[src/rtl/core/u8sd_pkg.sv]
// u8sd_pkg: shared types, tables and codes for the UTF-8 stream decoder.
// No dependencies; used by every module under rtl/core.
package u8sd_pkg;

	localparam int unsigned AccW  = 21;
	localparam int unsigned StW   = 4;
	localparam int unsigned CatW  = 4;
	localparam int unsigned StatW = 2;

	localparam logic [StW-1:0] STATE_ACCEPT = 4'd0;
	localparam logic [StW-1:0] STATE_REJECT = 4'd8;

	localparam logic [StatW-1:0] STATUS_COMPLETE = 2'd0;
	localparam logic [StatW-1:0] STATUS_PENDING  = 2'd1;
	localparam logic [StatW-1:0] STATUS_REJECTED = 2'd2;

	// byte category for 0x80..0xFF: word byte[6:3], nibble byte[2:0]
	localparam logic [31:0] CLASS_WORDS [16] = '{
		32'h11111111, 32'h11111111, 32'h77777777, 32'h77777777,
		32'h88888888, 32'h88888888, 32'h88888888, 32'h88888888,
		32'h22222299, 32'h22222222, 32'h22222222, 32'h22222222,
		32'h3333333a, 32'h33433333, 32'h9995666b, 32'h99999999
	};

	// next state: word per category, nibble per current state 0..7
	localparam logic [31:0] NEXT_WORDS [16] = '{
		32'h88888880, 32'h22818108, 32'h88888881, 32'h88888882,
		32'h88888884, 32'h88888887, 32'h88888886, 32'h82218108,
		32'h82281108, 32'h88888888, 32'h88888883, 32'h88888885,
		32'h88888888, 32'h88888888, 32'h88888888, 32'h88888888
	};

	typedef struct packed {
		logic [7:0] byte_in;
		logic       restart;
	} in_word_t;

	typedef struct packed {
		logic [AccW-1:0]  code_point;
		logic [StatW-1:0] status;
	} out_word_t;

	typedef struct packed {
		logic [StW-1:0]   state;
		logic [AccW-1:0]  acc;
		logic [StatW-1:0] status;
	} dec_next_t;

endpackage

[src/rtl/core/u8sd_classify.sv]
// u8sd_classify: maps a raw byte to its UTF-8 category.
// Depends on u8sd_pkg (CLASS_WORDS).
module u8sd_classify (
	input  logic [7:0]                 byte_in,
	output logic [u8sd_pkg::CatW-1:0]  category
);

	logic [31:0] word;

	always_comb begin
		word = u8sd_pkg::CLASS_WORDS[byte_in[6:3]];
		if (!byte_in[7]) begin
			category = '0;
		end else begin
			category = word[{byte_in[2:0], 2'b00} +: 4];
		end
	end

endmodule

[src/rtl/core/u8sd_step.sv]
// u8sd_step: one decoder transition: next state, accumulator and status.
// Depends on u8sd_pkg (NEXT_WORDS, state and status codes, dec_next_t).
module u8sd_step (
	input  logic [u8sd_pkg::StW-1:0]  cur_state,
	input  logic [u8sd_pkg::AccW-1:0] cur_acc,
	input  logic [u8sd_pkg::CatW-1:0] category,
	input  logic [7:0]                byte_in,
	output u8sd_pkg::dec_next_t       nxt
);

	logic [31:0] word;
	logic [7:0]  lead_mask;

	always_comb begin
		word      = u8sd_pkg::NEXT_WORDS[category];
		lead_mask = 8'hff >> category;

		if (cur_state != u8sd_pkg::STATE_ACCEPT) begin
			nxt.acc = {cur_acc[u8sd_pkg::AccW-7:0], byte_in[5:0]};
		end else begin
			nxt.acc = {{(u8sd_pkg::AccW-8){1'b0}}, lead_mask & byte_in};
		end

		if (cur_state[3]) begin
			nxt.state = u8sd_pkg::STATE_REJECT;
		end else begin
			nxt.state = word[{cur_state[2:0], 2'b00} +: 4];
		end

		if (nxt.state == u8sd_pkg::STATE_ACCEPT) begin
			nxt.status = u8sd_pkg::STATUS_COMPLETE;
		end else if (nxt.state[3]) begin
			nxt.status = u8sd_pkg::STATUS_REJECTED;
		end else begin
			nxt.status = u8sd_pkg::STATUS_PENDING;
		end
	end

endmodule

[src/rtl/core/utf8_stream_decoder.sv]
// utf8_stream_decoder: validating UTF-8 decoder, one byte per word.
// Depends on u8sd_pkg, u8sd_classify and u8sd_step.
//
//   channel  handshake            payload
//   in       in_valid/in_ready    in_word  (byte_in, restart)
//   out      out_valid/out_ready  out_word (code_point, status)
//
// One word per cycle sustained while out_ready is high: input register,
// then the table lookups and accumulator shift feed the result register.
// Decode state and accumulator update when a word moves into the result
// register. Reset puts the decoder in the accept state with a zero
// accumulator. A stalled output holds the input register; in_ready drops
// only when both registers are full and out_ready is low.
module utf8_stream_decoder (
	input  logic                  clk,
	input  logic                  arst_n,
	input  logic                  in_valid,
	output logic                  in_ready,
	input  u8sd_pkg::in_word_t    in_word,
	output logic                  out_valid,
	input  logic                  out_ready,
	output u8sd_pkg::out_word_t   out_word
);

	u8sd_pkg::in_word_t            word_s1;
	logic                          valid_s1;
	logic [u8sd_pkg::StW-1:0]      state_q;
	logic [u8sd_pkg::AccW-1:0]     acc_q;
	u8sd_pkg::out_word_t           out_q;
	logic                          out_valid_q;

	logic                          advance;
	logic [u8sd_pkg::StW-1:0]      cur_state;
	logic [u8sd_pkg::CatW-1:0]     category;
	u8sd_pkg::dec_next_t           nxt;

	assign advance   = valid_s1 && (!out_valid_q || out_ready);
	assign in_ready  = !valid_s1 || advance;
	assign cur_state = word_s1.restart ? u8sd_pkg::STATE_ACCEPT : state_q;

	u8sd_classify u_classify (
		.byte_in  (word_s1.byte_in),
		.category (category)
	);

	u8sd_step u_step (
		.cur_state (cur_state),
		.cur_acc   (acc_q),
		.category  (category),
		.byte_in   (word_s1.byte_in),
		.nxt       (nxt)
	);

	always_ff @(posedge clk or negedge arst_n) begin
		if (!arst_n) begin
			valid_s1    <= 1'b0;
			out_valid_q <= 1'b0;
			state_q     <= u8sd_pkg::STATE_ACCEPT;
			acc_q       <= '0;
		end else begin
			if (in_ready) begin
				valid_s1 <= in_valid;
			end
			if (advance) begin
				out_valid_q <= 1'b1;
				state_q     <= nxt.state;
				acc_q       <= nxt.acc;
			end else if (out_ready) begin
				out_valid_q <= 1'b0;
			end
		end
	end

	always_ff @(posedge clk) begin
		if (in_ready && in_valid) begin
			word_s1 <= in_word;
		end
		if (advance) begin
			out_q.code_point <= nxt.acc;
			out_q.status     <= nxt.status;
		end
	end

	assign out_valid = out_valid_q;
	assign out_word  = out_q;

endmodule
[config.mk]
export PLATFORM = sky130hd
export DESIGN_NAME = utf8_stream_decoder
export DESIGN_NICKNAME = d
export VERILOG_FILES = /design/src/rtl/core/u8sd_pkg.sv /design/src/rtl/core/u8sd_classify.sv /design/src/rtl/core/u8sd_step.sv /design/src/rtl/core/utf8_stream_decoder.sv
export SDC_FILE = /design/constraint.sdc
export NUM_CORES = 1
export LEC_CHECK = 0
export CAP_MARGIN = 20
export CORE_MARGIN = 10
export CORE_UTILIZATION = 48
export DETAILED_ROUTE_END_ITERATION = 8
export DONT_BUFFER_PORTS = 1
export PLACE_DENSITY = 0.74
export SLEW_MARGIN = 20
export SYNTH_ARGS = -nofsm -noshare
export SYNTH_HDL_FRONTEND = slang
export SYNTH_SLANG_ARGS = --single-unit
[constraint.sdc]
create_clock -name clk -period 7.3 [get_ports clk]
set_input_delay 1.095 -clock clk [delete_from_list [all_inputs] [get_ports clk]]
set_output_delay 1.095 -clock clk [all_outputs]
set_load 0.1 [all_outputs]
==> flow_summary.toml, run 1 <==
[sta]
tns_ns = 0
clock_skew_ns = 0.0172
rsz0062_at_grt = "false"
min_period_ns = 3.41
whs_ns = 0.472
slew_viol_final = 0
timing.final.crit_share_pct = 46.7
tightest_slew_ns = 1.10
fmax_ghz = 0.294
setup_viol = 0
hold_viol_final = 0
relSlewSlack_pct = 26.3

[synth]
synth-seq-cells = 53
async_flop_share_pct = 39.6
yosysTopAreaCell = "edfxtp_1"
synth_area_leaders = "edfxtp_1 (35%), dfrtp_1 (19%), mux2_2 (5.4%)"
yosysMostFrequentCell = "edfxtp_1"
syn_inst = 234
synthFlopType = "edfxtp_1"
ys.warnings.count = 0
synth_common_cells = "edfxtp_1 (32), nand2_1 (24), dfrtp_1 (21)"
synth_enable_flop_cells = 32
syn_avg_cell_area_um2 = 11.7
syn_nets = 253
synth_top_area_share_pct = 35.2
synth_area_um2 = 2730
yosysSeqAreaShare_pct = 54.4
yosysUniqueCellTypes = 61

[place]
dp_hpwl_um = 3930
gp_congestion = 0.855
io_buffers = 0

[power_and_ir_drop]
power.density_nw_per_um2 = 296
fin_total_pwr_mw = 0.856
ir_drop_uv = 137
p_leak_nw = 1.09

[global_routing]
overflow = 0
grt_pass1_vias = 1697
grt_use_total_pct = 11.6
grt_max_degree = 40
grt_pass1_wl_um = 8430
antenna_found_initial = 0

[drt]
first_pass_iters = 4
ant_nets = 0
wl_um = 5170
viasPerCell = 5.83
drc = 0
vias = 1789
routedWlPerCell_um = 16.8
first_iter_violations = 190

[clock_tree]
insertion_delay_ns = 0.30
clk_pin_slew_ns = 0.10
hold_buffers = 0
cts_max_level = 2
clockRootBuffer = "clkbuf_8"
numCtsBuffers = 5
clock_path_buffers = 2
cts_sinks = 53
cts_resized = 0
cts_tree = "done"
post_cts_buffers = 0

[setup_path]
cp-end-kind = "primary output"
cp_num_buf_inv = 0
required_ns = 6.20
r2r_cells = 10
crit_start = "out_valid"
path_class = "register to primary output"
critical_path.top_delay_family = "simple AND/OR/NAND/NOR gates"
arrival_ns = 2.31
worstPathCellList = "nand3b_1"
cp_slowest_cell = "nand3b_1"
slowest_delay_ns = 1.04
cp.depth = 1
worstPathMaxFanout = 3
r2r-start = "word_s1[5]"
start_kind = "register"

[final_layout]
drive_above_1_share_pct = 15.3
nets = 253
synthToLayoutAreaGrowth_pct = 5.77
antenna_cells = 0

[die]
die_w_um = 95.4
die_area_um2 = 9110
rows = 27
start_util_pct = 49.6
io_pins = 38
core_um2 = 5510
die_h_um = 95.4

[run_status]
status = "complete, no violations"

[job]
maxCapViolCount = 0

[worst_hold_path]
hold_path.class = "input port to asynchronous set/reset pin"
-- path summary, 6_finish.rpt --
check,to,slack (ns)
min in group clk,out_valid,0.48
max,in_ready,3.89
max in group asynchronous,valid_s1,6.73
min,acc_q[11],0.47
max reg2reg,out_word[0],3.95
min reg2reg,out_valid,0.48
-- metrics by stage --
stage,setup slack [ns],std cells,utilization [%],area (µm²)
floorplan,4.28,234,-,2730
global placement,4.14,299,50.4,2780
detailed placement,3.99,299,50.4,2780
CTS,3.87,307,52.5,2890
global route,3.48,307,52.5,2890
finish,3.89,307,52.5,2890
-- report_power, final --
part	switching, mW	leakage, nW	internal (mW)
Sequential	0.153	0.577	0.376
Clock	0.0882	0.0554	0.103
Combinational	0.0782	0.454	0.0577
-- flip-flops by register name, summed over array words and instances (netlist names) --
name / count
word_s1: 9
out_valid: 1
out_word: 23
state_q: 4
acc_q: 15
valid_s1: 1
-- cells by family after synthesis --
logic type / after synthesis / share of synthesized area, %
AO/OA/AOI/OAI: 54 / 15.4
AND/OR/NAND/NOR: 91 / 18.3
XOR/XNOR: 1 / 0.321
buffers and inverters: 14 / 2.70
multiplexers: 15 / 6.09
adder cells (fa/ha/maj): 6 / 2.75
flip-flops: 53 / 54.4
-- per-layer routing --
| layer | global-route usage (%) | up-vias | share of wire, % |
|---|---|---|---|
| met1 | 14.6 | 849 | 45 |
| met2 | 18.8 | 63 | 47 |
| met5 | 0 | - | 0 |
| met3 | 3.53 | 11 | 6.3 |
| met4 | 3.69 | 0 | 1.5 |
| li1 | - | 866 | - |
-- layout make-up --
| type | count | area [µm²] |
|---|---|---|
| clock buffers | 6 | 72.6 |
| inverters | 6 | 22.5 |
| fillers | 485 | 2620 |
| clock inverters | 2 | 38.8 |
| repair buffers | 1 | 7.51 |
| well taps | 72 | 90.1 |
| multi-input cells | 167 | 1170 |
| flip-flops and latches | 53 | 1490 |
-- placed cells by master (no fill, tap or decap), types with 3 or more instances in the layout --
master	n
edfxtp_1	32
nand2_1	24
dfrtp_1	21
o21ai_0	14
and2_1	14
mux2_2	13
nor2_1	11
nand2b_1	7
a21oi_1	6
ha_1	6
inv_1	5
nand3_1	5
clkbuf_8	5
nor3_1	4
nor2b_1	4
a21boi_0	4
or4_1	3
o21ai_1	3
a31oi_1	3
Note: power is estimated with default switching activity, not from simulation.
==> run 2, diff against run 1 <==
- ABC_AREA: not set -> 1
- PLACE_DENSITY: 0.74 -> 0.76
- clock period: 7.3 -> 2.9 ns (I/O delays scaled with it)
==> flow_summary.toml, run 2 <==
[power_and_ir_drop]
ir_drop_uv = 369
internal_power_mw = 1.38
p_switching_mw = 1.26
swShare_pct = 47.7
p_leak_nw = 1.31
p_seq_share_pct = 60.6
power.density_nw_per_um2 = 917
p_clk_share_pct = 15.8
power_frac_comb_pct = 23.6

[synth]
yosysUniqueCellTypes = 30
syn_avg_cell_area_um2 = 8.82
synth_enable_flop_cells = 32
ys.warnings.count = 0
yosysSeqAreaShare_pct = 54.9
synthFlopType = "edfxtp_1"
syn_inst = 307
syn_nets = 326
async_flop_share_pct = 39.6
synth_top_area_share_pct = 35.5
yosysTopAreaCell = "edfxtp_1"
synth_common_cells = "nand2_1 (72), inv_1 (43), nor2_1 (34)"
synth-seq-cells = 53
synth_area_leaders = "edfxtp_1 (35%), dfrtp_1 (19%), nand2_1 (10%)"
yosysMostFrequentCell = "nand2_1"
synth_area_um2 = 2710

[die]
rows = 27
die_area_um2 = 9040
die_w_um = 95.1
core_um2 = 5510
start_util_pct = 49.2
io_pins = 38
die_h_um = 95.1

[global_routing]
overflow = 0
grt_pass1_wl_um = 8890
antenna_found_initial = 0
grt_pass1_vias = 1932
grt_use_total_pct = 12.2
grt_max_degree = 48

[drt]
ant_nets = 0
routedWlPerCell_um = 13.7
viasPerCell = 5.16
wl_um = 5290
first_pass_iters = 6
first_iter_violations = 160
drc = 0
vias = 1985

[sta]
slew_viol_final = 0
clock_skew_ns = 0.00519
rsz0062_at_grt = "false"
timing.final.ws_setup_ns = 0.241
relSlewSlack_pct = 38.5
min_period_ns = 2.66
tightest_slew_ns = 0.925
tns_ns = 0
fmax_ghz = 0.376
hold_viol_final = 0
timing.final.crit_share_pct = 91.7
whs_ns = 0.0707
setup_viol = 0

[clock_tree]
clock_path_buffers = 2
cts_tree = "done"
clk_pin_slew_ns = 0.10
cts_max_level = 2
insertion_delay_ns = 0.31
cts_sinks = 53
numCtsBuffers = 5
post_cts_buffers = 0
clockRootBuffer = "clkbuf_8"

[final_layout]
drive_above_1_share_pct = 13.4
fill_cells = 502
utilization_pct = 52.3
multi_input_area_um2 = 992
mostFrequentLayoutCells = "nand2_1 (71), inv_1 (42), nor2_1 (34)"
antenna_cells = 0
nets = 331
seqCellArea_um2 = 1490
final_common_cell = "nand2_1"
largest_reg_flops = 23
fin_area_um2 = 2880
synthToLayoutAreaGrowth_pct = 6.28

[place]
dp_slack_ns = 0.183
io_buffers = 0
dpl-instance-area_um2 = 2780
gp_congestion = 0.867
dp_hpwl_um = 3920

[worst_hold_path]
hold_path.class = "input port to asynchronous set/reset pin"

[setup_path]
required_ns = 2.96
start_kind = "register"
cp-end-kind = "register"
path_class = "register to register"
worstPathMaxFanout = 7
arrival_ns = 2.72

[run_status]
status = "complete, no violations"

[job]
maxCapViolCount = 0
-- run 2: cell count changes after synthesis, sizes merged, moves of 5 or more --
cell,delta
mux2,-13
nand2b,-7
nand2,+57
o21ai,+5
nor2,+27
inv,+43
nand3,+24
and2,-16
-- run 2: timing repair --
action	in CTS	in global routing
gates resized for setup	0	3
endpoints found under the hold margin	21	0
setup endpoints to repair	0	5
hold buffers	1	0
-- run 2: layout make-up --
class                      count  area share (%)
sequential                    53            51.7
inverter                      50            6.52
multi-input combinational    197            34.5
tap                           72            3.13
clock buffer                   6            2.52
clock inverter                 2           0.478
timing repair buffer           5            1.22
-- run 2: path summary, 6_finish.rpt --
check                           startpoint     endpoint  slack, ns  cells past startpoint
worst max-delay path            word_s1[2]  out_word[1]       0.24                     17
worst max register to register  word_s1[2]  out_word[1]       0.24                     17
worst min register to register    acc_q[0]     acc_q[0]       0.50                      2
worst min-delay path                arst_n     acc_q[9]       0.07                      1
min in group clk                in_word[0]   word_s1[0]       0.21                      0
max in group asynchronous           arst_n   state_q[3]       2.50                      1
-- run 2: stage by stage --
step,std cells,power (mW)
after floorplan,307,2.08
after global placement,376,2.21
after detailed placement,376,2.23
after CTS,385,2.65
after global routing,385,2.79
final,385,2.64
-- run 2: cells by family after synthesis --
kind of cell / count (synthesis) / synth area share [%]
AO/OA/AOI/OAI: 37 / 8.23
AND/OR/NAND/NOR: 154 / 25.5
flip-flops: 53 / 54.9
adder cells (fa/ha/maj): 6 / 2.77
buffers and inverters: 57 / 8.64
-- run 2: routing by layer --
layer / share of wire [%] / global-route usage, % / vias to the layer above
li1: - / - / 991
met2: 46 / 20.2 / 60
met3: 6.9 / 3.38 / 7
met4: 1.5 / 3.74 / 0
met1: 46 / 15.1 / 927
met5: 0 / 0 / -
-- run 2: power by group through the flow --
stage          sequential, mW  clock (mW)  combinational (mW)
6_report                 1.60       0.417               0.623
5_1_grt                  1.62       0.450               0.720
4_1_cts                  1.60       0.427               0.623
3_5_place_dp             1.62           0               0.612
3_3_place_gp             1.61           0               0.598
2_1_floorplan            1.60           0               0.475
-- run 2: critical path, cell delays in order (launching register included) --
cell and delay [ns]:
edfxtp_1 0.52, inv_2 0.13, nand2_2 0.07, nand2_1 0.09
o21ai_0 0.08, a21oi_1 0.13, nor2_1 0.05, o21ai_0 0.20
nand2_1 0.15, inv_2 0.12, ha_2 0.23, nand3_1 0.12
nand2_2 0.13, nand3_1 0.09, nand2_1 0.07, nand2_1 0.06
nand3_1 0.09, nand3_2 0.10
==> run 3, diff against run 2 <==
- PLACE_DENSITY: 0.76 -> 0.74
- clock period: 2.9 -> 3.25 ns (I/O delays scaled with it)
==> flow_summary.toml, run 3 (synthesized netlist as in run 2, its figures left out) <==
[die]
rows = 27
die_area_um2 = 9040
io_pins = 38
start_util_pct = 49.2
core_um2 = 5510
die_w_um = 95.1
die_h_um = 95.1

[run_status]
status = "complete, no violations"

[sta]
whs_ns = 0.125
tns_ns = 0
tightest_slew_ns = 0.920
min_period_ns = 2.81
relSlewSlack_pct = 38.8
timing.final.crit_share_pct = 86.3
slew_viol_final = 0
fmax_ghz = 0.356
clock_skew_ns = 0.00859
hold_viol_final = 0
rsz0062_at_grt = "false"
setup_viol = 0

[setup_path]
required_ns = 3.42
start_kind = "register"
cp-end-kind = "register"
arrival_ns = 2.97
worstPathMaxFanout = 7
path_class = "register to register"

[clock_tree]
clockRootBuffer = "clkbuf_8"
cts_max_level = 2
cts_resized = 0
clk_pin_slew_ns = 0.10
cts_sinks = 53
numCtsBuffers = 5
insertion_delay_ns = 0.31
clock_path_buffers = 2
cts_tree = "done"

[power_and_ir_drop]
ir_drop_uv = 296
power.density_nw_per_um2 = 816
p_leak_nw = 1.30

[final_layout]
final_common_cell = "nand2_1"
drive_above_1_share_pct = 12.2
synthToLayoutAreaGrowth_pct = 5.87
largest_reg_flops = 23
antenna_cells = 0
fill_cells = 498
nets = 330
mostFrequentLayoutCells = "nand2_1 (72), inv_1 (43), nor2_1 (34)"
fin_cells = 384

[place]
io_buffers = 0
dp_hpwl_um = 3840
gp_congestion = 0.846
place_inst = 375

[drt]
viasPerCell = 5.16
wl_um = 5240
routedWlPerCell_um = 13.7
drc = 0
first_pass_iters = 4
ant_nets = 0
first_iter_violations = 223
vias = 1982

[global_routing]
antenna_found_initial = 0
grt_max_degree = 55
grt_use_total_pct = 12.4
grt_pass1_vias = 1933
overflow = 0
grt_pass1_wl_um = 9180

[job]
maxCapViolCount = 0

[worst_hold_path]
hold_path.class = "input port to asynchronous set/reset pin"
[run 3: power breakdown]
part	switching, mW	internal [mW]	leakage (nW)	total, mW
clock	0.218	0.152	0.0374	0.370
combinational	0.394	0.153	0.681	0.547
sequential	0.507	0.916	0.585	1.42
[run 3: final cells by class]
type | count | area, µm² | area share, %
clock buffer | 6 | 72.6 | 2.53
tap | 72 | 90.1 | 3.14
inverter | 50 | 188 | 6.55
sequential | 53 | 1490 | 51.9
clock inverter | 2 | 15.0 | 0.524
multi-input combinational | 197 | 987 | 34.4
timing repair buffer | 4 | 27.5 | 0.960
[run 3: through the flow]
step	setup WS [ns]	total power, mW	cell area (µm²)	util, %
after global placement	0.563	1.96	2770	50.4
after CTS	0.496	2.36	2870	52.1
after detailed placement	0.513	1.98	2770	50.4
after floorplan	0.544	1.85	2710	-
after global routing	0.125	2.49	2870	52.1
final	0.444	2.34	2870	52.1
[run 3: path summary, 6_finish.rpt]
check                      startpoint           to  slack, ns  cells past startpoint
max in group asynchronous      arst_n     acc_q[3]       2.79                      1
min reg2reg                state_q[3]   state_q[3]       0.50                      2
min in group clk           in_word[0]   word_s1[0]       0.26                      0
max reg2reg                word_s1[2]  out_word[0]       0.44                     17
min                            arst_n     acc_q[1]       0.12                      1
max                        word_s1[2]  out_word[0]       0.44                     17
[run 3: worst max-delay path: stages, from the launching register on]
cell and delay (ns):
edfxtp_1 0.51, inv_2 0.14, nand2_2 0.07, nand2_1 0.11, o21ai_0 0.09, a21oi_1 0.13, nor2_1 0.05, o21ai_0 0.20
nand2_1 0.13, inv_1 0.15, ha_1 0.27, nand3b_1 0.19, nand3_1 0.13, o22ai_1 0.13, inv_1 0.07, nor2_2 0.15
nor2_1 0.06, nor2_1 0.10
[run 3: metal layers]
metal	vias to the layer above	GRT usage, %	routed length, µm
li1	992	-	-
met1	905	16.1	2490
met2	77	19.8	2310
met3	8	3.38	378
met4	0	3.74	69
met5	-	0	0
[run 3: repair_timing]
item / 4_1_cts / 5_1_grt
endpoints found under the hold margin: 21 / 0
buffers inserted: 0 / 0
hold buffers: 1 / 0
